--- config.mk ---
export PLATFORM = sky130hd
export DESIGN_NAME = c_delimiter_balance_checker_unit
export DESIGN_NICKNAME = d
export VERILOG_FILES = /design/src/sv/cdbc_pkg.sv /design/src/sv/cdbc_stack.sv /design/src/sv/cdbc_datapath.sv /design/src/sv/cdbc_ctrl.sv /design/src/sv/c_delimiter_balance_checker_unit.sv
export SDC_FILE = /design/constraint.sdc
export NUM_CORES = 1
export LEC_CHECK = 0
export BUFFER_PORTS_ARGS = -buffer_cell sky130_fd_sc_hd__buf_2
export CELL_PAD_IN_SITES_DETAIL_PLACEMENT = 0
export CELL_PAD_IN_SITES_GLOBAL_PLACEMENT = 2
export CORE_MARGIN = 4
export CORE_UTILIZATION = 46
export DETAILED_ROUTE_END_ITERATION = 12
export PLACE_DENSITY_LB_ADDON = 0.1
export SLEW_MARGIN = 20
export SYNTH_ARGS = -nofsm -noshare
export SYNTH_HDL_FRONTEND = slang
export SYNTH_SLANG_ARGS = --single-unit
export TNS_END_PERCENT = 50
--- constraint.sdc ---
create_clock -name clk -period 4.5 [get_ports clk]
set_clock_uncertainty 0.15 [all_clocks]
set_input_delay 0.225 -clock clk [delete_from_list [all_inputs] [get_ports clk]]
set_output_delay 0.225 -clock clk [all_outputs]
set_load 0.03 [all_outputs]
--- src/sv/cdbc_pkg.sv ---
package cdbc_pkg;

    localparam int STACK_DEPTH_DEF = 8;
    localparam int LINE_BITS_DEF   = 16;
    localparam int BYTE_W          = 8;
    localparam int KIND_W          = 3;
    localparam int OUT_LINE_W      = 16;

    localparam logic [BYTE_W-1:0] CH_SLASH   = 8'h2F;
    localparam logic [BYTE_W-1:0] CH_STAR    = 8'h2A;
    localparam logic [BYTE_W-1:0] CH_DQUOTE  = 8'h22;
    localparam logic [BYTE_W-1:0] CH_SQUOTE  = 8'h27;
    localparam logic [BYTE_W-1:0] CH_LBRACE  = 8'h7B;
    localparam logic [BYTE_W-1:0] CH_RBRACE  = 8'h7D;
    localparam logic [BYTE_W-1:0] CH_LBRACK  = 8'h5B;
    localparam logic [BYTE_W-1:0] CH_RBRACK  = 8'h5D;
    localparam logic [BYTE_W-1:0] CH_LPAREN  = 8'h28;
    localparam logic [BYTE_W-1:0] CH_RPAREN  = 8'h29;
    localparam logic [BYTE_W-1:0] CH_NEWLINE = 8'h0A;

    typedef enum logic [KIND_W-1:0] {
        KIND_NONE     = 3'd0,
        KIND_PAREN    = 3'd1,
        KIND_BRACKET  = 3'd2,
        KIND_BRACE    = 3'd3,
        KIND_SQUOTE   = 3'd4,
        KIND_DQUOTE   = 3'd5,
        KIND_COMMENT  = 3'd6,
        KIND_OVERFLOW = 3'd7
    } kind_t;

    // where the line number of a report item comes from
    typedef enum logic [2:0] {
        SRC_ZERO    = 3'd0,
        SRC_MODE    = 3'd1,
        SRC_PAREN   = 3'd2,
        SRC_BRACKET = 3'd3,
        SRC_BRACE   = 3'd4
    } src_t;

    typedef struct packed {
        logic  step;
        logic  clear;
        logic  rd_start;
        logic  rd_advance;
        src_t  rd_src;
        logic  load_out;
        kind_t out_kind;
        src_t  out_src;
        logic  out_last;
    } dp_cmd_t;

    typedef struct packed {
        logic mode_block;
        logic mode_quote;
        logic quote_double;
        logic overflowed;
        logic paren_any;
        logic bracket_any;
        logic brace_any;
        logic paren_more;
        logic bracket_more;
        logic brace_more;
    } dp_status_t;

endpackage

--- src/sv/cdbc_stack.sv ---
module cdbc_stack
    import cdbc_pkg::*;
#(
    parameter int STACK_DEPTH = STACK_DEPTH_DEF,
    parameter int LINE_BITS   = LINE_BITS_DEF
)
(
    input  logic                 clk,
    input  logic                 rst_n,
    input  logic                 push,
    input  logic                 pop,
    input  logic                 clear,
    input  logic                 rd_start,
    input  logic                 rd_advance,
    input  logic [LINE_BITS-1:0] push_line,
    output logic                 full,
    output logic                 nonempty,
    output logic                 more,
    output logic [LINE_BITS-1:0] rd_line
);

    localparam int DEPTH_W = $clog2(STACK_DEPTH + 1);
    localparam int IDX_W   = (STACK_DEPTH > 1) ? $clog2(STACK_DEPTH) : 1;

    logic [LINE_BITS-1:0] mem [STACK_DEPTH];
    logic [LINE_BITS-1:0] rd_line_reg;
    logic [DEPTH_W-1:0]   depth_reg;
    logic [DEPTH_W-1:0]   depth_next;
    logic [DEPTH_W-1:0]   idx_reg;
    logic [DEPTH_W-1:0]   idx_next;
    logic [DEPTH_W-1:0]   idx_inc;
    logic [IDX_W-1:0]     rd_addr;
    logic                 do_push;

    assign full     = (depth_reg == DEPTH_W'(STACK_DEPTH));
    assign nonempty = (depth_reg != '0);
    assign idx_inc  = idx_reg + 1'b1;
    assign more     = (idx_inc < depth_reg);
    assign do_push  = push && !full;
    assign rd_addr  = rd_start ? '0 : idx_inc[IDX_W-1:0];
    assign rd_line  = rd_line_reg;

    always_comb
    begin
        depth_next = depth_reg;
        if (clear)
        begin
            depth_next = '0;
        end
        else if (do_push)
        begin
            depth_next = depth_reg + 1'b1;
        end
        else if (pop && nonempty)
        begin
            depth_next = depth_reg - 1'b1;
        end
    end

    always_comb
    begin
        idx_next = idx_reg;
        if (rd_start)
        begin
            idx_next = '0;
        end
        else if (rd_advance)
        begin
            idx_next = idx_inc;
        end
    end

    always_ff @(posedge clk or negedge rst_n)
    begin
        if (!rst_n)
        begin
            depth_reg <= '0;
            idx_reg   <= '0;
        end
        else
        begin
            depth_reg <= depth_next;
            idx_reg   <= idx_next;
        end
    end

    // one write port at the top of stack, one registered read port for the report walk
    always_ff @(posedge clk)
    begin
        if (do_push)
        begin
            mem[depth_reg[IDX_W-1:0]] <= push_line;
        end
        if (rd_start || rd_advance)
        begin
            rd_line_reg <= mem[rd_addr];
        end
    end

endmodule

--- src/sv/cdbc_datapath.sv ---
module cdbc_datapath
    import cdbc_pkg::*;
#(
    parameter int STACK_DEPTH = STACK_DEPTH_DEF,
    parameter int LINE_BITS   = LINE_BITS_DEF
)
(
    input  logic                  clk,
    input  logic                  rst_n,
    input  logic [BYTE_W-1:0]     text_byte,
    input  dp_cmd_t               cmd,
    output dp_status_t            status,
    output logic [KIND_W-1:0]     item_kind,
    output logic [OUT_LINE_W-1:0] open_line,
    output logic                  last_result
);

    typedef enum logic [1:0] {
        MODE_CODE  = 2'd0,
        MODE_LINE  = 2'd1,
        MODE_BLOCK = 2'd2,
        MODE_QUOTE = 2'd3
    } mode_t;

    mode_t                 mode_reg;
    mode_t                 mode_next;
    logic                  quote_dbl_reg;
    logic                  quote_dbl_next;
    logic                  held_slash_reg;
    logic                  held_slash_next;
    logic                  held_star_reg;
    logic                  held_star_next;
    logic                  ovf_reg;
    logic                  ovf_next;
    logic [LINE_BITS-1:0]  line_reg;
    logic [LINE_BITS-1:0]  line_next;
    logic [LINE_BITS-1:0]  mode_line_reg;
    logic [LINE_BITS-1:0]  mode_line_next;

    kind_t                 kind_reg;
    logic [OUT_LINE_W-1:0] open_line_reg;
    logic                  last_reg;
    logic [LINE_BITS-1:0]  sel_line;

    logic                  code_ok;
    logic                  paren_push;
    logic                  paren_pop;
    logic                  bracket_push;
    logic                  bracket_pop;
    logic                  brace_push;
    logic                  brace_pop;
    logic                  paren_full;
    logic                  bracket_full;
    logic                  brace_full;
    logic                  paren_any;
    logic                  bracket_any;
    logic                  brace_any;
    logic                  paren_more;
    logic                  bracket_more;
    logic                  brace_more;
    logic [LINE_BITS-1:0]  paren_rd;
    logic [LINE_BITS-1:0]  bracket_rd;
    logic [LINE_BITS-1:0]  brace_rd;

    always_comb
    begin
        mode_next       = mode_reg;
        quote_dbl_next  = quote_dbl_reg;
        held_slash_next = held_slash_reg;
        held_star_next  = held_star_reg;
        ovf_next        = ovf_reg;
        line_next       = line_reg;
        mode_line_next  = mode_line_reg;
        code_ok         = 1'b0;
        paren_push      = 1'b0;
        paren_pop       = 1'b0;
        bracket_push    = 1'b0;
        bracket_pop     = 1'b0;
        brace_push      = 1'b0;
        brace_pop       = 1'b0;
        if (cmd.clear)
        begin
            mode_next       = MODE_CODE;
            quote_dbl_next  = 1'b0;
            held_slash_next = 1'b0;
            held_star_next  = 1'b0;
            ovf_next        = 1'b0;
            line_next       = LINE_BITS'(1);
            mode_line_next  = '0;
        end
        else if (cmd.step)
        begin
            unique case (mode_reg)
                MODE_CODE:
                begin
                    code_ok = 1'b1;
                    if (held_slash_reg)
                    begin
                        held_slash_next = 1'b0;
                        if (text_byte == CH_SLASH)
                        begin
                            mode_next      = MODE_LINE;
                            mode_line_next = line_reg;
                            code_ok        = 1'b0;
                        end
                        else if (text_byte == CH_STAR)
                        begin
                            mode_next      = MODE_BLOCK;
                            held_star_next = 1'b0;
                            mode_line_next = line_reg;
                            code_ok        = 1'b0;
                        end
                    end
                    if (code_ok)
                    begin
                        case (text_byte) inside
                            CH_SLASH:
                            begin
                                held_slash_next = 1'b1;
                            end
                            CH_DQUOTE, CH_SQUOTE:
                            begin
                                mode_next      = MODE_QUOTE;
                                quote_dbl_next = (text_byte == CH_DQUOTE);
                                mode_line_next = line_reg;
                            end
                            CH_LPAREN:  paren_push   = 1'b1;
                            CH_RPAREN:  paren_pop    = 1'b1;
                            CH_LBRACK:  bracket_push = 1'b1;
                            CH_RBRACK:  bracket_pop  = 1'b1;
                            CH_LBRACE:  brace_push   = 1'b1;
                            CH_RBRACE:  brace_pop    = 1'b1;
                            default:    ;
                        endcase
                    end
                end
                MODE_LINE:
                begin
                    if (text_byte == CH_NEWLINE)
                    begin
                        mode_next = MODE_CODE;
                    end
                end
                MODE_BLOCK:
                begin
                    // a star seen inside the comment is needed before the closing slash
                    if (held_star_reg && text_byte == CH_SLASH)
                    begin
                        mode_next      = MODE_CODE;
                        held_star_next = 1'b0;
                    end
                    else
                    begin
                        held_star_next = (text_byte == CH_STAR);
                    end
                end
                MODE_QUOTE:
                begin
                    if (text_byte == (quote_dbl_reg ? CH_DQUOTE : CH_SQUOTE))
                    begin
                        mode_next = MODE_CODE;
                    end
                end
            endcase
            if ((paren_push && paren_full) || (bracket_push && bracket_full)
                || (brace_push && brace_full))
            begin
                ovf_next = 1'b1;
            end
            // line count saturates
            if (text_byte == CH_NEWLINE && line_reg != '1)
            begin
                line_next = line_reg + 1'b1;
            end
        end
    end

    always_ff @(posedge clk or negedge rst_n)
    begin
        if (!rst_n)
        begin
            mode_reg       <= MODE_CODE;
            quote_dbl_reg  <= 1'b0;
            held_slash_reg <= 1'b0;
            held_star_reg  <= 1'b0;
            ovf_reg        <= 1'b0;
            line_reg       <= LINE_BITS'(1);
            mode_line_reg  <= '0;
        end
        else
        begin
            mode_reg       <= mode_next;
            quote_dbl_reg  <= quote_dbl_next;
            held_slash_reg <= held_slash_next;
            held_star_reg  <= held_star_next;
            ovf_reg        <= ovf_next;
            line_reg       <= line_next;
            mode_line_reg  <= mode_line_next;
        end
    end

    cdbc_stack #(
        .STACK_DEPTH (STACK_DEPTH),
        .LINE_BITS   (LINE_BITS)
    ) u_paren (
        .clk        (clk),
        .rst_n      (rst_n),
        .push       (paren_push),
        .pop        (paren_pop),
        .clear      (cmd.clear),
        .rd_start   (cmd.rd_start && cmd.rd_src == SRC_PAREN),
        .rd_advance (cmd.rd_advance && cmd.rd_src == SRC_PAREN),
        .push_line  (line_reg),
        .full       (paren_full),
        .nonempty   (paren_any),
        .more       (paren_more),
        .rd_line    (paren_rd)
    );

    cdbc_stack #(
        .STACK_DEPTH (STACK_DEPTH),
        .LINE_BITS   (LINE_BITS)
    ) u_bracket (
        .clk        (clk),
        .rst_n      (rst_n),
        .push       (bracket_push),
        .pop        (bracket_pop),
        .clear      (cmd.clear),
        .rd_start   (cmd.rd_start && cmd.rd_src == SRC_BRACKET),
        .rd_advance (cmd.rd_advance && cmd.rd_src == SRC_BRACKET),
        .push_line  (line_reg),
        .full       (bracket_full),
        .nonempty   (bracket_any),
        .more       (bracket_more),
        .rd_line    (bracket_rd)
    );

    cdbc_stack #(
        .STACK_DEPTH (STACK_DEPTH),
        .LINE_BITS   (LINE_BITS)
    ) u_brace (
        .clk        (clk),
        .rst_n      (rst_n),
        .push       (brace_push),
        .pop        (brace_pop),
        .clear      (cmd.clear),
        .rd_start   (cmd.rd_start && cmd.rd_src == SRC_BRACE),
        .rd_advance (cmd.rd_advance && cmd.rd_src == SRC_BRACE),
        .push_line  (line_reg),
        .full       (brace_full),
        .nonempty   (brace_any),
        .more       (brace_more),
        .rd_line    (brace_rd)
    );

    always_comb
    begin
        status.mode_block   = (mode_reg == MODE_BLOCK);
        status.mode_quote   = (mode_reg == MODE_QUOTE);
        status.quote_double = quote_dbl_reg;
        status.overflowed   = ovf_reg;
        status.paren_any    = paren_any;
        status.bracket_any  = bracket_any;
        status.brace_any    = brace_any;
        status.paren_more   = paren_more;
        status.bracket_more = bracket_more;
        status.brace_more   = brace_more;
    end

    always_comb
    begin
        case (cmd.out_src)
            SRC_MODE:    sel_line = mode_line_reg;
            SRC_PAREN:   sel_line = paren_rd;
            SRC_BRACKET: sel_line = bracket_rd;
            SRC_BRACE:   sel_line = brace_rd;
            default:     sel_line = '0;
        endcase
    end

    // output register, payload only
    always_ff @(posedge clk)
    begin
        if (cmd.load_out)
        begin
            kind_reg      <= cmd.out_kind;
            open_line_reg <= OUT_LINE_W'(sel_line);
            last_reg      <= cmd.out_last;
        end
    end

    assign item_kind   = kind_reg;
    assign open_line   = open_line_reg;
    assign last_result = last_reg;

endmodule

--- src/sv/cdbc_ctrl.sv ---
module cdbc_ctrl
    import cdbc_pkg::*;
(
    input  logic       clk,
    input  logic       rst_n,
    input  logic       in_valid,
    input  logic       end_of_text,
    input  logic       out_ready,
    input  dp_status_t status,
    output logic       in_ready,
    output logic       out_valid,
    output dp_cmd_t    cmd
);

    typedef enum logic [1:0] {
        ST_SCAN = 2'd0,
        ST_READ = 2'd1,
        ST_EMIT = 2'd2
    } state_t;

    typedef enum logic [2:0] {
        PH_MODE    = 3'd0,
        PH_PAREN   = 3'd1,
        PH_BRACKET = 3'd2,
        PH_BRACE   = 3'd3,
        PH_OVF     = 3'd4,
        PH_NONE    = 3'd5
    } ph_t;

    state_t     state_reg;
    state_t     state_next;
    ph_t        ph_reg;
    ph_t        ph_next;
    ph_t        ph_after;
    logic       first_reg;
    logic       first_next;
    logic       out_valid_reg;
    logic       out_valid_next;
    logic [4:0] has;
    logic       is_stack;
    logic       ph_more;
    logic       slot_free;
    src_t       ph_src;
    kind_t      ph_kind;
    kind_t      mode_kind;

    // first phase at or after from that has something to report
    function automatic ph_t pick_phase(input logic [2:0] from, input logic [4:0] avail);
        ph_t p;
        p = PH_NONE;
        for (int i = 4; i >= 0; i--)
        begin
            if (avail[i] && 3'(i) >= from)
            begin
                p = ph_t'(3'(i));
            end
        end
        return p;
    endfunction

    assign has = {status.overflowed, status.brace_any, status.bracket_any,
                  status.paren_any, status.mode_block || status.mode_quote};

    assign mode_kind = status.mode_block ? KIND_COMMENT
                     : (status.quote_double ? KIND_DQUOTE : KIND_SQUOTE);

    always_comb
    begin
        unique case (ph_reg)
            PH_MODE:
            begin
                ph_src = SRC_MODE; ph_kind = mode_kind; is_stack = 1'b0; ph_more = 1'b0;
            end
            PH_PAREN:
            begin
                ph_src = SRC_PAREN; ph_kind = KIND_PAREN; is_stack = 1'b1;
                ph_more = status.paren_more;
            end
            PH_BRACKET:
            begin
                ph_src = SRC_BRACKET; ph_kind = KIND_BRACKET; is_stack = 1'b1;
                ph_more = status.bracket_more;
            end
            PH_BRACE:
            begin
                ph_src = SRC_BRACE; ph_kind = KIND_BRACE; is_stack = 1'b1;
                ph_more = status.brace_more;
            end
            PH_OVF:
            begin
                ph_src = SRC_ZERO; ph_kind = KIND_OVERFLOW; is_stack = 1'b0; ph_more = 1'b0;
            end
            PH_NONE:
            begin
                ph_src = SRC_ZERO; ph_kind = KIND_NONE; is_stack = 1'b0; ph_more = 1'b0;
            end
            default:
            begin
                ph_src = SRC_ZERO; ph_kind = KIND_NONE; is_stack = 1'b0; ph_more = 1'b0;
            end
        endcase
    end

    assign ph_after  = pick_phase(ph_reg + 3'd1, has);
    assign slot_free = !out_valid_reg || out_ready;
    assign in_ready  = (state_reg == ST_SCAN);
    assign out_valid = out_valid_reg;

    always_comb
    begin
        state_next = state_reg;
        ph_next    = ph_reg;
        first_next = first_reg;
        cmd        = '0;
        cmd.step   = in_valid && in_ready && !end_of_text;
        unique case (state_reg)
            ST_SCAN:
            begin
                if (in_valid && end_of_text)
                begin
                    ph_next    = pick_phase(3'd0, has);
                    first_next = 1'b1;
                    state_next = ST_READ;
                end
            end
            ST_READ:
            begin
                if (is_stack)
                begin
                    cmd.rd_src     = ph_src;
                    cmd.rd_start   = first_reg;
                    cmd.rd_advance = !first_reg;
                end
                state_next = ST_EMIT;
            end
            ST_EMIT:
            begin
                if (slot_free)
                begin
                    cmd.load_out = 1'b1;
                    cmd.out_kind = ph_kind;
                    cmd.out_src  = ph_src;
                    if (is_stack && ph_more)
                    begin
                        first_next = 1'b0;
                        state_next = ST_READ;
                    end
                    else if (ph_after == PH_NONE)
                    begin
                        cmd.out_last = 1'b1;
                        cmd.clear    = 1'b1;
                        state_next   = ST_SCAN;
                    end
                    else
                    begin
                        ph_next    = ph_after;
                        first_next = 1'b1;
                        state_next = ST_READ;
                    end
                end
            end
            default:
            begin
                state_next = ST_SCAN;
            end
        endcase
        out_valid_next = cmd.load_out ? 1'b1 : (out_ready ? 1'b0 : out_valid_reg);
    end

    always_ff @(posedge clk or negedge rst_n)
    begin
        if (!rst_n)
        begin
            state_reg     <= ST_SCAN;
            ph_reg        <= PH_NONE;
            first_reg     <= 1'b0;
            out_valid_reg <= 1'b0;
        end
        else
        begin
            state_reg     <= state_next;
            ph_reg        <= ph_next;
            first_reg     <= first_next;
            out_valid_reg <= out_valid_next;
        end
    end

endmodule

--- src/sv/c_delimiter_balance_checker_unit.sv ---
// delimiter balance checker for c source text
// input channel (in_valid/in_ready) carries one text_byte per transfer; a
// transfer with end_of_text set ends the text and its byte is ignored
// output channel (out_valid/out_ready) carries the end-of-text report only:
// open block comment or quote first, then parentheses, brackets and braces
// oldest first, then one overflow item; a lone item_kind 0 when nothing is open;
// last_result marks the final item of the report
// ordinary bytes are taken back to back and give no result, in_ready stays high
// after an end_of_text transfer in_ready drops; each report item passes through a
// read state, which for a stack item does the registered read of a stack memory,
// and an emit state that loads the output register
// a stalled output register holds the report walk; once the last item is
// loaded all scan state is cleared and in_ready rises while it waits
// reset clears the scan mode, line counter (back to 1), stack depths and the
// overflow mark; stack contents are not cleared and need no clearing pass
module c_delimiter_balance_checker_unit
    import cdbc_pkg::*;
#(
    parameter int STACK_DEPTH = STACK_DEPTH_DEF,
    parameter int LINE_BITS   = LINE_BITS_DEF
)
(
    input  logic                  clk,
    input  logic                  rst_n,
    input  logic                  in_valid,
    output logic                  in_ready,
    input  logic [BYTE_W-1:0]     text_byte,
    input  logic                  end_of_text,
    output logic                  out_valid,
    input  logic                  out_ready,
    output logic [KIND_W-1:0]     item_kind,
    output logic [OUT_LINE_W-1:0] open_line,
    output logic                  last_result
);

    dp_cmd_t    cmd;
    dp_status_t status;

    cdbc_ctrl u_ctrl (
        .clk         (clk),
        .rst_n       (rst_n),
        .in_valid    (in_valid),
        .end_of_text (end_of_text),
        .out_ready   (out_ready),
        .status      (status),
        .in_ready    (in_ready),
        .out_valid   (out_valid),
        .cmd         (cmd)
    );

    cdbc_datapath #(
        .STACK_DEPTH (STACK_DEPTH),
        .LINE_BITS   (LINE_BITS)
    ) u_datapath (
        .clk         (clk),
        .rst_n       (rst_n),
        .text_byte   (text_byte),
        .cmd         (cmd),
        .status      (status),
        .item_kind   (item_kind),
        .open_line   (open_line),
        .last_result (last_result)
    );

    // end of text stops the input until the report is loaded
    assert property (@(posedge clk) disable iff (!rst_n)
        in_valid && in_ready && end_of_text |=> !in_ready)
        else $error("input still ready after end of text");

    // a report item that is not the last keeps the input closed
    assert property (@(posedge clk) disable iff (!rst_n)
        out_valid && !last_result |-> !in_ready)
        else $error("input reopened in the middle of a report");

    assert property (@(posedge clk) disable iff (!rst_n)
        out_valid && (item_kind == KIND_NONE || item_kind == KIND_OVERFLOW)
        |-> open_line == '0)
        else $error("line number on an item that carries none");

    assert property (@(posedge clk) disable iff (!rst_n)
        out_valid && item_kind == KIND_NONE |-> last_result)
        else $error("empty report item not marked last");

endmodule

**After elaboration in Yosys (flattened, before gate mapping)**

Memories as Yosys holds them, arrays and structs flattened. A register that Yosys moved wholly into a read port is not among the register bits.
Index checks and enable logic that the tools add are counted.

- Word-level logic and storage cells: 340
- Memory bits (writable): 384
- Register bits: 89
- Output and inout port bits: 22
- Memories kept: 3

- Muxes and demuxes: 181
- Reductions and logical operators: 72
- Add/subtract/negate cells: 11
- Order comparisons: 8
- Equality and inequality tests: 45

Memories:

| name | words | bits a word | read ports | clocked after Yosys merged registers in | write ports | RTL line | source |
|---|---|---|---|---|---|---|---|
| u_datapath.u_brace.mem | 8 | 16 | 1 | 1 | 1 | cdbc_stack.sv:25 | `logic [LINE_BITS-1:0] mem [STACK_DEPTH];` |
| u_datapath.u_bracket.mem | 8 | 16 | 1 | 1 | 1 | cdbc_stack.sv:25 |  |
| u_datapath.u_paren.mem | 8 | 16 | 1 | 1 | 1 | cdbc_stack.sv:25 |  |

Operator list:

| operator | number |
|---|---|
| 2-to-1 mux 16 bit | 12 |
| 2-to-1 mux 1 bit | 110 |
| one-hot mux 16 bit (4 select lines) | 1 |
| 2-to-1 mux 4 bit | 15 |
| 2-to-1 mux 3 bit | 17 |
| == test 8 x 6 -> 1 bit, second input constant | 6 |
| == test 8 x 7 -> 1 bit, second input constant | 4 |
| 2-to-1 mux 2 bit | 14 |
| logical AND 1 bit | 26 |
| adder 4 x 1 -> 4 bit, second input constant | 6 |
| nonzero test 2 bit | 11 |
| == test 3 x 2 -> 1 bit, second input constant | 6 |
| adder 16 x 1 -> 16 bit, second input constant | 1 |
| 2-to-1 mux 8 bit | 2 |
| inequality test 16 bit, second input constant | 1 |
| one-hot mux 3 bit (5 select lines) | 1 |
| AND reduction 5 bit | 3 |
| == test 3 bit, second input constant | 4 |
| == test 4 bit, second input constant | 3 |
| < comparator 4 bit | 3 |
| inequality test 3 x 2 -> 1 bit, second input constant | 4 |
| one-hot mux 3 bit (4 select lines) | 1 |
| nonzero test 3 bit | 4 |
| nonzero test 4 bit | 3 |
| other kinds (28) | 59 |

**Logic depth before layout (Yosys ltp)**

Gate-level depths: netlist (run 1).

- Depth in word-level cells: 24
- Gate-level depth with buffers: 13
- Mapped depth without buffers: 11

**Modules after synthesis**

From an unflattened synthesis (run 1), not the netlist that was laid out.

- Cells, all modules: 1,431
- Area total of the unflattened synthesis: 22,460.3 um2

Modules (own cells, without submodules):

| module | sequential area each (um2) | instances | area each (um2) | cells an instance |
|---|---|---|---|---|
| cdbc_stack at u_datapath.u_brace ... | 4,524.3 | 2 | 6,078.3 | 330 |
| cdbc_stack at u_datapath.u_bracket | 4,524.3 | 1 | 6,074.6 | 330 |
| cdbc_datapath | 1,552.7 | 1 | 3,452.1 | 344 |
| cdbc_ctrl | 177.7 | 1 | 777.0 | 97 |

**Worst setup path before layout (run 1)**

OpenSTA, ideal clock, no wires.

- Path kind: register -> register
- Start point: register u_ctrl.state_reg[1]
- End point: memory u_datapath.u_brace.mem[2][0] in the netlist's numbering, enable pin
- Required time: 3,920 ps
- Clock period less this slack: 3,808 ps
- Slack: 692 ps
- Arrival time: 3,228 ps
- Buffers on the path: 0
- Stages on the path, launching flop included: 6
- Path through: dfrtp_1 > nor4b_1 > nand2_1 > nor3b_1 > nand2_1 > nor4_1

- Word-level cells in the longest chain between the ends: 8
- Elaborated cells on any way between the ends: 10
- Classes of those cells: eq/ne: 1; mux: 5; reduce/logical: 4

Ends and longest elaborated chain:

| item | RTL line | source |
|---|---|---|
| from (decl) | cdbc_ctrl.sv:30 | `state_t state_reg;` |
| from (signal assigned) | cdbc_ctrl.sv:181 | `state_reg <= state_next;` |
| zero test 2 bit | cdbc_ctrl.sv:106 | `assign in_ready = (state_reg == ST_SCAN);` |
| logical AND 1 bit (2 in series) | cdbc_ctrl.sv:115 | `cmd.step = in_valid && in_ready && !end_of_text;` |
| 2-to-1 mux 1 bit | cdbc_datapath.sv:91 | `else if (cmd.step)` |
| 2-to-1 mux 1 bit * | cdbc_datapath.sv:81 | `if (cmd.clear)` |
| logical AND 1 bit * | cdbc_stack.sv:39 | `assign do_push = push && !full;` |
| 2-to-1 mux 1 bit * | cdbc_stack.sv:90 | `if (do_push)` |
| 2-to-1 mux 1 bit (implied by the code) * | cdbc_stack.sv:92 | `mem[depth_reg[IDX_W-1:0]] <= push_line;` |
| to (decl) | cdbc_stack.sv:25 |  |

Mark *: on every way between the ends. The rest lies on a longest branch, timed or not.

**Worst setup path after layout (run 1)**

- Start point: register u_ctrl.ph_reg[0]
- End point: register u_datapath.u_brace.rd_line_reg[13], in the netlist u_datapath.u_brace.rd_line[13], read port of u_datapath.u_brace.mem, data pin

- Word-level cells in the longest chain between the ends: 8
- Elaborated cells on any way between the ends: 14
- Classes of those cells: eq/ne: 4; mux: 5; reduce/logical: 5

Ends and longest elaborated chain:

| item | RTL line | source |
|---|---|---|
| from (decl) | cdbc_ctrl.sv:32 | `ph_t ph_reg;` |
| from (signal assigned) | cdbc_ctrl.sv:182 | `ph_reg <= ph_next;` |
| == test 3 x 1 -> 1 bit or == test 3 x 2 -> 1 bit (tied branches) | cdbc_ctrl.sv:69 | `unique case (ph_reg)` |
| OR reduction 3 bit (no line) | - |  |
| 2-to-1 mux 1 bit | cdbc_ctrl.sv:69 |  |
| 2-to-1 mux 5 bit * | cdbc_ctrl.sv:128 | `if (is_stack)` |
| 2-to-1 mux 5 bit * | cdbc_ctrl.sv:116 | `unique case (state_reg)` |
| == test 3 bit | cdbc_datapath.sv:247, cdbc_datapath.sv:248 |  |
| logical AND 1 bit, on equally long branches | cdbc_datapath.sv:247, cdbc_datapath.sv:248 |  |
| 2-to-1 mux 3 bit or logical OR 1 bit (tied branches) | cdbc_stack.sv:40, cdbc_stack.sv:94 |  |
| to (decl) | cdbc_stack.sv:26 | `logic [LINE_BITS-1:0] rd_line_reg;` |

Marks and branches as above.
A chain may end at the register's enable or synchronous reset.

==> reports/qor.txt, run 1 <==
Outcome = finished, final reports clean
Max VDD drop = 312 uV
Synthesized net count = 1631
CTS resizes = 0
Residual DRC = 0
Fin cells = 2317
Die Area = 0.0514 mm2
Core Area = 0.0469 mm2
Slew headroom = 0.234
Hold endpoint = u_datapath.held_slash_reg$_DFFE_PN0P_
Clock Path Buffers = 3
Max Cap Violations = 0
Buf/Inv on CP = 1
Max-slew violation count = 0
Row cnt = 79
Final hold violations = 0
Post-Syn Area = 0.0220 mm2
Placer Congestion = 0.835
Cell area after placement = 0.0232 mm2
Ys flop type = edfxtp_1
Hold crit path type = in2reg
CP dominant cell by count = ha_1
Worst Reg-to-Reg Cells = 10
Least-Margin Pin Slew = 1.15 ns
Fin crit period = 3.82 ns
WP data arrival = 4.00 ns
R2R Setup Slk = 0.68 ns
DP HPWL = 35.1 mm
Die height = 227 um
Clock Pin Slew Worst Setup and Hold Paths = 0.06 ns
Share of post-route cells with drive strength above 1 = 0.161
CTS Buf Count = 54
PwrDens = 494 mW/mm2
FILL cells = 3907
Die width = 227 um
Ant diodes = 0
Clock Latency Late Sink = 0.60 ns
Syn_area_per_cell = 13.8 um2
IO Port Bufs = 34
First-pass GRT wire length = 85.9 mm
Setup Buffers After CTS = 0
Vias in the first global route = 13198
CP Cell Sequence = ha_1, ha_1, or4b_1, or2_2, nand2b_1, inv_2, a21oi_1, or2_0, a311oi_1, nor3_1
Tcrit/Tclk final = 0.849
CTS HTree Levels = 2
Static Leak = 0.00901 uW
Reg2reg end = u_datapath.u_brace.rd_line[13]$_DFFE_PP_
CP top delay family = simple AND/OR/NAND/NOR gates
Asr flop ratio synth = 0.132
Reg area = 0.0153 mm2
Crit. End Element = flop
Initial antenna violation count = 2
CP required = 4.68 ns
Cell variety after synth = 80
Initial Utilization = 0.469
# placed instances = 2210
Worst Hold Launch = text_byte[1]
Total number of vias = 13485
Setup_tns = 0 ns
RSZ-0062 raised after global routing = false
Multi-input gate area = 0.00630 mm2
Final wirelength = 57.6 mm
Total GRT Usage = 0.225
Area Growth Syn to Fin = 14.8%
Post-synth EDFFs = 452
CTS Sinks = 521
Largest net degree at the start of global routing = 70
I/O pin total = 35
Final Cell Area = 0.0252 mm2
DR WL/cell = 24.9 um
Hold Buf Count CTS = 7
Achievable Freq = 0.262 GHz
Reg2Reg Launch Point = u_ctrl.ph_reg[0]$_DFFE_PN1P_
DR iter-0 viols = 1224
Yosys reg bits = 521
CP Launch Type = flop
Critical Path Max Stage Delay = 0.59 ns
Crit path max fanout = 15
Antenna-violating nets left = 0
Synthesized netlist cell count = 1589
# setup viols final = 0
Register area share after synthesis = 0.696
Worst path slowest cell = dfstp_2
Hold Crit Depth = 5
Gr ovfl total = 0
Crit path kind = reg2reg
Area share of the largest cell type after synthesis = 0.617
Yosys top cell by area = edfxtp_1
Synth Warn # = 0
Initial DRT Pass Iterations = 5
TritonCTS clock tree = built
Vias/cell = 5.82
Clock root buffer = clkbuf_16
Final net count = 1710
Top post-synthesis cells by area = edfxtp_1, dfrtp_1, nand2_1, mux2i_1, mux2_2
## per-stage QoR
stage	hold slack, ns	worst slack, ns	power [uW]	utilization
floorplan	-0.221	0.692	7080	-
global placement	0.305	0.831	7800	0.496
detailed placement	0.304	0.773	7810	0.496
CTS	0.00867	0.758	12600	0.538
global route	0.0604	0.428	13000	0.539
finish	0.0539	0.680	12500	0.539
## where the power goes
| part | switching, uW | internal, uW | leakage, uW | total, uW |
|---|---|---|---|---|
| Sequential | 121 | 5390 | 0.00516 | 5510 |
| Combinational | 1410 | 776 | 0.00293 | 2190 |
| Clock | 1840 | 2940 | 0.000925 | 4780 |
| Total | 3370 | 9110 | 0.00901 | 12500 |
## worst max-delay path by stage
| stage | cells past startpoint | startpoint | to | slack (ns) |
|---|---|---|---|---|
| 6_report | 10 | u_ctrl.ph_reg[0]$_DFFE_PN1P_ | u_datapath.u_brace.rd_line[13]$_DFFE_PP_ | 0.68 |
| 5_1_grt | 10 | u_ctrl.ph_reg[0]$_DFFE_PN1P_ | u_datapath.u_brace.rd_line[13]$_DFFE_PP_ | 0.43 |
| 4_1_cts | 10 | u_ctrl.ph_reg[0]$_DFFE_PN1P_ | u_datapath.u_brace.rd_line[13]$_DFFE_PP_ | 0.76 |
| 3_5_place_dp | 10 | u_ctrl.ph_reg[0]$_DFFE_PN1P_ | u_datapath.u_brace.rd_line[13]$_DFFE_PP_ | 0.77 |
| 3_3_place_gp | 10 | u_ctrl.ph_reg[0]$_DFFE_PN1P_ | u_datapath.u_brace.rd_line[13]$_DFFE_PP_ | 0.83 |
| 2_1_floorplan | 5 | u_ctrl.state_reg[1]$_DFFE_PN0P_ | u_datapath.u_brace.mem[2][0]$_DFFE_PP_ | 0.69 |
## synth_stat cells (4+ instances only)
master / number
edfxtp_1: 452
nand2_1: 191
nor2_1: 87
mux2i_1: 69
clkbuf_1: 68
dfrtp_1: 66
a21oi_1: 65
nand3_1: 59
o21ai_0: 45
nor3_1: 42
o211ai_1: 38
inv_1: 37
mux2_2: 37
a22o_1: 30
ha_1: 26
xnor2_1: 19
a211o_1: 17
a32oi_1: 17
a221o_1: 16
buf_2: 16
nor4_1: 16
a222oi_1: 15
nand2b_1: 8
a21o_1: 7
and2_1: 7
a211oi_1: 6
and3_1: 6
nor2b_1: 6
o21a_1: 6
o22ai_1: 6
or2_2: 6
or3_1: 6
xor2_1: 6
and4_1: 5
nand4_1: 5
nor3b_1: 5
a31oi_1: 4
buf_1: 4
## cell type report
type,count,share of cell area
Clock inverter,34,0.0190
Timing Repair Buffer,114,0.0322
Tap cell,607,0.0301
Inverter,41,0.00615
Multi-Input combinational cell,936,0.250
Clock buffer,64,0.0566
Sequential cell,521,0.606
## tightest hold or removal path, stage by stage
cell and delay, ns:
buf_2 0.13, nand3_1 0.17, nor4_1 0.07, a21oi_1 0.11
nor2_1 0.04
## layout by cell type (no fill, tap or decap), types with 33 or more instances in the layout
cell type and instances:
inv_1 37, nand2_1 191, buf_4 72, o21ai_0 45, mux2_2 37, nor3_1 34, mux2i_1 69, dfrtp_1 66
o211ai_1 38, nor2_1 87, a21oi_1 65, edfxtp_1 452, clkbuf_16 54, buf_2 33, nand3_1 59
## metal layers
layer	track usage	part of all wire	vias to the layer above
met5	0	0	-
met4	0.0522	0.020	0
met3	0.0396	0.059	69
met2	0.359	0.47	365
met1	0.327	0.45	6821
li1	-	-	6230
## logic make-up (layout without fill, tap and decap cells)
| logic type | after synthesis | count (layout) | synth area share |
|---|---|---|---|
| compound gates | 303 | 303 | 0.0994 |
| xor+xnor | 25 | 25 | 0.00996 |
| fa+ha+maj | 29 | 29 | 0.0175 |
| buf+inv | 132 | 253 | 0.0242 |
| flops | 521 | 521 | 0.696 |
| mux | 108 | 108 | 0.0524 |
| simple gates | 471 | 471 | 0.101 |
No activity file was read; power rests on OpenSTA's default activity.
==> run 2, diff against run 1 <==
--- a/config.mk
+++ b/config.mk
@@ -9,7 +9,7 @@
 export CELL_PAD_IN_SITES_DETAIL_PLACEMENT = 0
 export CELL_PAD_IN_SITES_GLOBAL_PLACEMENT = 2
 export CORE_MARGIN = 4
-export CORE_UTILIZATION = 46
+export CORE_UTILIZATION = 41
 export DETAILED_ROUTE_END_ITERATION = 12
 export PLACE_DENSITY_LB_ADDON = 0.1
 export SLEW_MARGIN = 20
==> constraint.sdc (replaced) <==
create_clock -name clk -period 3.4 [get_ports clk]
set_clock_uncertainty 0.15 [all_clocks]
set_input_delay 0.17 -clock clk [delete_from_list [all_inputs] [get_ports clk]]
set_output_delay 0.17 -clock clk [all_outputs]
set_load 0.03 [all_outputs]
==> run 2 against run 1 <==
Compared with the run above:
- maximum frequency up 20%
- register-to-register slack worse by 0.45 ns
- sequential power up 32%
- largest cell class unchanged
- combinational power up 41%
- worst setup slack worse by 0.45 ns
- total power up 29%
- final area up 1.6%
- non-clock buffer count up 42
- global-route usage down 1.3 points
- critical path type unchanged
- worst hold slack worse by 0.050 ns
- core utilization down 5.4 points
- count of clock-buffer cells in the layout up 15
==> reports/qor.txt, run 2 (synthesis gave the netlist of run 1 again) <==
I/O pin total = 35 (unchanged)
DP HPWL = 37.0 mm (was 35.1 mm)
CTS Buf Count = 56 (was 54)
Area Growth Syn to Fin = 16.6% (was 14.8%)
Most frequent cells in the layout = edfxtp_1, nand2_1, buf_4 (was edfxtp_1, nand2_1, nor2_1)
Achievable Freq = 0.315 GHz (was 0.262 GHz)
Outcome = finished, final reports clean (unchanged)
Initial antenna violation count = 6 (was 2)
Final hold violations = 0 (unchanged)
Die height = 240 um (was 227 um)
CP required = 3.61 ns (was 4.68 ns)
First-pass GRT wire length = 90.1 mm (was 85.9 mm)
# setup viols final = 0 (unchanged)
Fin crit period = 3.17 ns (was 3.82 ns)
Clock Latency Late Sink = 0.62 ns (was 0.60 ns)
TritonCTS clock tree = built (unchanged)
RSZ-0062 raised after global routing = false (unchanged)
PwrDens = 630 mW/mm2 (was 494 mW/mm2)
Vias in the first global route = 13776 (was 13198)
Antenna-violating nets left = 0 (unchanged)
Static Leak = 0.00917 uW (was 0.00901 uW)
DR iter-0 viols = 939 (was 1224)
Clock Path Buffers = 3 (unchanged)
Die width = 240 um (was 227 um)
Vias/cell = 5.61 (was 5.82)
Crit path kind = reg2reg (unchanged)
Final core utilization = 0.485 (was 0.539)
Least-Margin Pin Slew = 0.850 ns (was 1.15 ns)
Largest net degree at the start of global routing = 70 (unchanged)
Final wirelength = 60.7 mm (was 57.6 mm)
Clock root buffer = clkbuf_16 (unchanged)
DR WL/cell = 24.8 um (was 24.9 um)
Clock Pin Slew Worst Setup and Hold Paths = 0.06 ns (about the same)
Setup slack after placement = 0.111 ns (was 0.773 ns)
Total GRT Usage = 0.213 (was 0.225)
Share of post-route cells with drive strength above 1 = 0.177 (was 0.161)
Crit. End Element = flop (unchanged)
CTS HTree Levels = 2 (unchanged)
Initial Utilization = 0.416 (was 0.469)
CTS Sinks = 521 (unchanged)
Final net count = 1754 (was 1710)
Total number of vias = 13709 (was 13485)
Row cnt = 84 (was 79)
Placer Congestion = 0.806 (was 0.835)
Most common cell after layout, fill and taps aside = edfxtp_1 (unchanged)
Residual DRC = 0 (unchanged)
CP Launch Type = flop (unchanged)
Hold crit path type = in2async (was in2reg)
Max-slew violation count = 0 (unchanged)
Setup Buffers After CTS = 0 (unchanged)
Gr ovfl total = 0 (unchanged)
Max VDD drop = 382 uV (was 312 uV)
Tcrit/Tclk final = 0.933 (was 0.849)
Crit path max fanout = 9 (was 15)
Initial DRT Pass Iterations = 5 (unchanged)
IO Port Bufs = 34 (unchanged)
Die Area = 0.0574 mm2 (was 0.0514 mm2)
WP data arrival = 3.39 ns (was 4.00 ns)
Slew headroom = 0.434 (was 0.234)
PnR worst setup slack = 0.229 ns (was 0.680 ns)
Worst Reg-to-Reg Cells = 10 (unchanged)
Core Area = 0.0529 mm2 (was 0.0469 mm2)
Max Cap Violations = 0 (unchanged)
[run 2: metal layers]
metal | up-vias | GRT usage | share of wire
met5 | - | 0 | 0.00068
met4 | 6 | 0.0556 | 0.023
met3 | 89 | 0.0324 | 0.048
met2 | 336 | 0.346 | 0.47
met1 | 6942 | 0.302 | 0.46
li1 | 6336 | - | -
[run 2: final timing paths]
path | from | to | slack, ns
max reg2reg | u_ctrl.ph_reg[0]$_DFFE_PN1P_ | u_datapath.u_brace.rd_line[13]$_DFFE_PP_ | 0.23
max in group asynchronous | rst_n | u_datapath.mode_line_reg[5]$_DFFE_PN0P_ | 2.56
min reg2reg | u_datapath.u_paren.idx_reg[3]$_DFFE_PN0P_ | u_datapath.u_paren.idx_reg[3]$_DFFE_PN0P_ | 0.36
min in group clk | in_valid | u_ctrl.ph_reg[0]$_DFFE_PN1P_ | 0.05
max | u_ctrl.ph_reg[0]$_DFFE_PN1P_ | u_datapath.u_brace.rd_line[13]$_DFFE_PP_ | 0.23
min | rst_n | u_datapath.u_paren.depth_reg[1]$_DFFE_PN0P_ | 0.004
[run 2: stage by stage]
| stage | hold slack (ns) | total power (uW) | std cells | cell area (um2) | TNS (ns) |
|---|---|---|---|---|---|
| 3_3_place_gp | 0.251 | 10500 | 2329 | 23800 | 0 |
| 3_5_place_dp | 0.260 | 10500 | 2329 | 23800 | 0 |
| 2_1_floorplan | -0.276 | 9380 | 1589 | 22000 | -33.02 |
| 4_1_cts | 0.0134 | 16300 | 2443 | 25600 | 0 |
| 6_report | 0.00363 | 16100 | 2445 | 25600 | 0 |
| 5_1_grt | 0.0454 | 16900 | 2443 | 25600 | 0 |
[run 2: what timing repair did]
action | 4_1_cts | 5_1_grt
hold buffers | 13 | 0
resized for setup | 0 | 6
hold endpoints to repair | 74 | 0
setup endpoints to repair | 0 | 22
[run 2: cell type report]
type	count	area, um2
Inverter	41	160
Timing Repair Buffer	156	1220
Sequential cell	521	15300
Antenna cell	2	5.00
Multi-Input combinational cell	936	6370
Clock buffer	79	1540
Tap cell	688	861
Clock inverter	22	185
Fill cell	4603	27200
[run 2: worst max-delay path, stage by stage, from the launching register on]
cell,delay (ns)
dfstp_2,0.60
ha_1,0.21
ha_1,0.19
or4b_1,0.43
or2_2,0.31
nand2b_2,0.25
clkinv_4,0.12
a21oi_1,0.11
or2_0,0.21
a311oi_1,0.26
nor3_1,0.09
[run 2: power by group]
part | internal, uW | total [uW] | switching (uW)
clock | 3300 | 5790 | 2490
combinational | 1150 | 3090 | 1940
sequential | 7130 | 7270 | 143
total | 11600 | 16100 | 4570
==> run 3, diff against run 2 <==
--- a/config.mk
+++ b/config.mk
@@ -9,7 +9,7 @@
 export CELL_PAD_IN_SITES_DETAIL_PLACEMENT = 0
 export CELL_PAD_IN_SITES_GLOBAL_PLACEMENT = 2
 export CORE_MARGIN = 4
-export CORE_UTILIZATION = 41
+export CORE_UTILIZATION = 37
 export DETAILED_ROUTE_END_ITERATION = 12
 export PLACE_DENSITY_LB_ADDON = 0.1
 export SLEW_MARGIN = 20
==> run 3 against run 2 <==
Compared with the run above:
- wire length is 3.7% higher
- critical endpoint unchanged
- global-route usage is 1.7 points lower
- via count is 0.27% lower
- final area is 1.2% higher
- worst hold slack better by 0.0052 ns
- final cell count is 3.8% higher
- worst setup slack worse by 0.039 ns
- clock power is 5.7% higher
- maximum frequency is 1.2% lower
- sequential share of layout area is 0.73 points lower
==> reports/qor.txt, run 3 (synthesis gave the netlist of run 1 again) <==
Row cnt = 89 (was 84)
Clock Latency Late Sink = 0.61 ns (was 0.62 ns)
Ant diodes = 0 (was 2)
Total number of vias = 13672 (was 13709)
CP Launch Type = flop (unchanged)
WP data arrival = 3.42 ns (was 3.39 ns)
Max Cap Violations = 0 (unchanged)
Residual DRC = 0 (unchanged)
Clock root buffer = clkbuf_16 (unchanged)
Largest net degree at the start of global routing = 70 (unchanged)
Max VDD drop = 394 uV (was 382 uV)
Least-Margin Pin Slew = 0.978 ns (was 0.850 ns)
Initial DRT Pass Iterations = 7 (was 5)
Final net count = 1759 (was 1754)
Core Area = 0.0589 mm2 (was 0.0529 mm2)
Total GRT Usage = 0.196 (was 0.213)
Gr ovfl total = 0 (unchanged)
Initial antenna violation count = 2 (was 6)
Tcrit/Tclk final = 0.944 (was 0.933)
Fin crit period = 3.21 ns (was 3.17 ns)
Final hold violations = 0 (unchanged)
Final core utilization = 0.441 (was 0.485)
Die Area = 0.0634 mm2 (was 0.0574 mm2)
RSZ-0062 raised after global routing = false (unchanged)
Vias in the first global route = 13674 (was 13776)
Cell area after placement = 0.0240 mm2 (was 0.0238 mm2)
Crit path max fanout = 7 (was 9)
Outcome = finished, final reports clean (unchanged)
# setup viols final = 0 (unchanged)
Slew headroom = 0.345 (was 0.434)
Clock Pin Slew Worst Setup and Hold Paths = 0.06 ns (about the same)
Most frequent cells in the layout = edfxtp_1, nand2_1, buf_4 (unchanged)
PwrDens = 635 mW/mm2 (was 630 mW/mm2)
Placer Congestion = 0.803 (was 0.806)
Static Leak = 0.00927 uW (was 0.00917 uW)
Die width = 252 um (was 240 um)
DR WL/cell = 24.8 um (about the same)
CP required = 3.61 ns (about the same)
TritonCTS clock tree = built (unchanged)
Share of post-route cells with drive strength above 1 = 0.183 (was 0.177)
Achievable Freq = 0.311 GHz (was 0.315 GHz)
DR iter-0 viols = 953 (was 939)
Crit. End Element = flop (unchanged)
DP HPWL = 38.9 mm (was 37.0 mm)
I/O pin total = 35 (unchanged)
Die height = 252 um (was 240 um)
CTS HTree Levels = 2 (unchanged)
Vias/cell = 5.39 (was 5.61)
Most common cell after layout, fill and taps aside = edfxtp_1 (unchanged)
PnR worst setup slack = 0.190 ns (was 0.229 ns)
Crit path kind = reg2reg (unchanged)
IO Port Bufs = 34 (unchanged)
Final Cell Area = 0.0260 mm2 (was 0.0256 mm2)
Final wirelength = 63.0 mm (was 60.7 mm)
Worst Reg-to-Reg Cells = 10 (unchanged)
Area Growth Syn to Fin = 18.0% (was 16.6%)
Max-slew violation count = 0 (unchanged)
CTS Buf Count = 57 (was 56)
First-pass GRT wire length = 92.3 mm (was 90.1 mm)
Clock Path Buffers = 3 (unchanged)
Hold crit path type = in2async (unchanged)
Antenna-violating nets left = 0 (unchanged)
Initial Utilization = 0.373 (was 0.416)
CTS Sinks = 521 (unchanged)
Setup slack after placement = 0.140 ns (was 0.111 ns)
-- run 3: layout make-up --
cell class | count | area [um2]
clock buffer | 69 | 1530
clock inverter | 38 | 322
fill | 5321 | 33000
inverter | 41 | 155
multi-input combinational | 936 | 6380
sequential | 521 | 15300
tap | 773 | 967
timing repair buffer | 160 | 1290
-- run 3: through the flow --
stage	hold slack [ns]	instances	TNS (ns)	total power, uW
floorplan	-0.276	1589	-33.02	9380
global route	0.0590	2538	0	17200
finish	0.00885	2538	0	16500
CTS	0.00445	2537	0	16700
detailed placement	0.261	2417	0	10500
global placement	0.256	2417	0	10500
-- run 3: power breakdown --
group          leakage [uW]  switching, uW  internal [uW]  total [uW]
Clock              0.000917           2550           3570        6120
Sequential          0.00516            119           7130        7250
Combinational       0.00320           1980           1140        3120
-- run 3: layer usage --
metal / GRT usage / vias up / share of wire
met4: 0.0422 / 0 / 0.019
met2: 0.319 / 279 / 0.47
met3: 0.0281 / 77 / 0.042
met1: 0.282 / 6983 / 0.46
li1: - / 6333 / -
met5: 0 / - / 0
-- run 3: repair_timing --
item	CTS	global route
hold buffers	13	0
setup buffers	0	1
endpoints found under the hold margin	73	0
endpoints found under the setup margin	0	15
resized for setup	0	2
-- run 3: worst paths after layout --
path                                                                     to                                 startpoint  slack, ns
worst max-delay path               u_datapath.u_brace.rd_line[13]$_DFFE_PP_               u_ctrl.ph_reg[0]$_DFFE_PN1P_       0.19
worst min-delay path            u_datapath.u_paren.depth_reg[1]$_DFFE_PN0P_                                      rst_n      0.009
worst max register to register     u_datapath.u_brace.rd_line[13]$_DFFE_PP_               u_ctrl.ph_reg[0]$_DFFE_PN1P_       0.19
worst min register to register    u_datapath.u_brace.idx_reg[3]$_DFFE_PN0P_  u_datapath.u_brace.idx_reg[3]$_DFFE_PN0P_       0.36
max in group asynchronous          u_datapath.mode_line_reg[15]$_DFFE_PN0P_                                      rst_n       2.57
min in group clk                         u_datapath.line_reg[2]$_DFFE_PN0P_                               text_byte[5]       0.05
-- run 3: critical path, stage by stage, from the launching register on --
cell and delay (ns):
dfstp_2 0.59, inv_1 0.10, ha_1 0.28, or4b_1 0.46, or2_2 0.32, nand2b_1 0.18
inv_2 0.14, a21oi_1 0.14, or2_0 0.23, a311oi_1 0.26, nor3_1 0.10
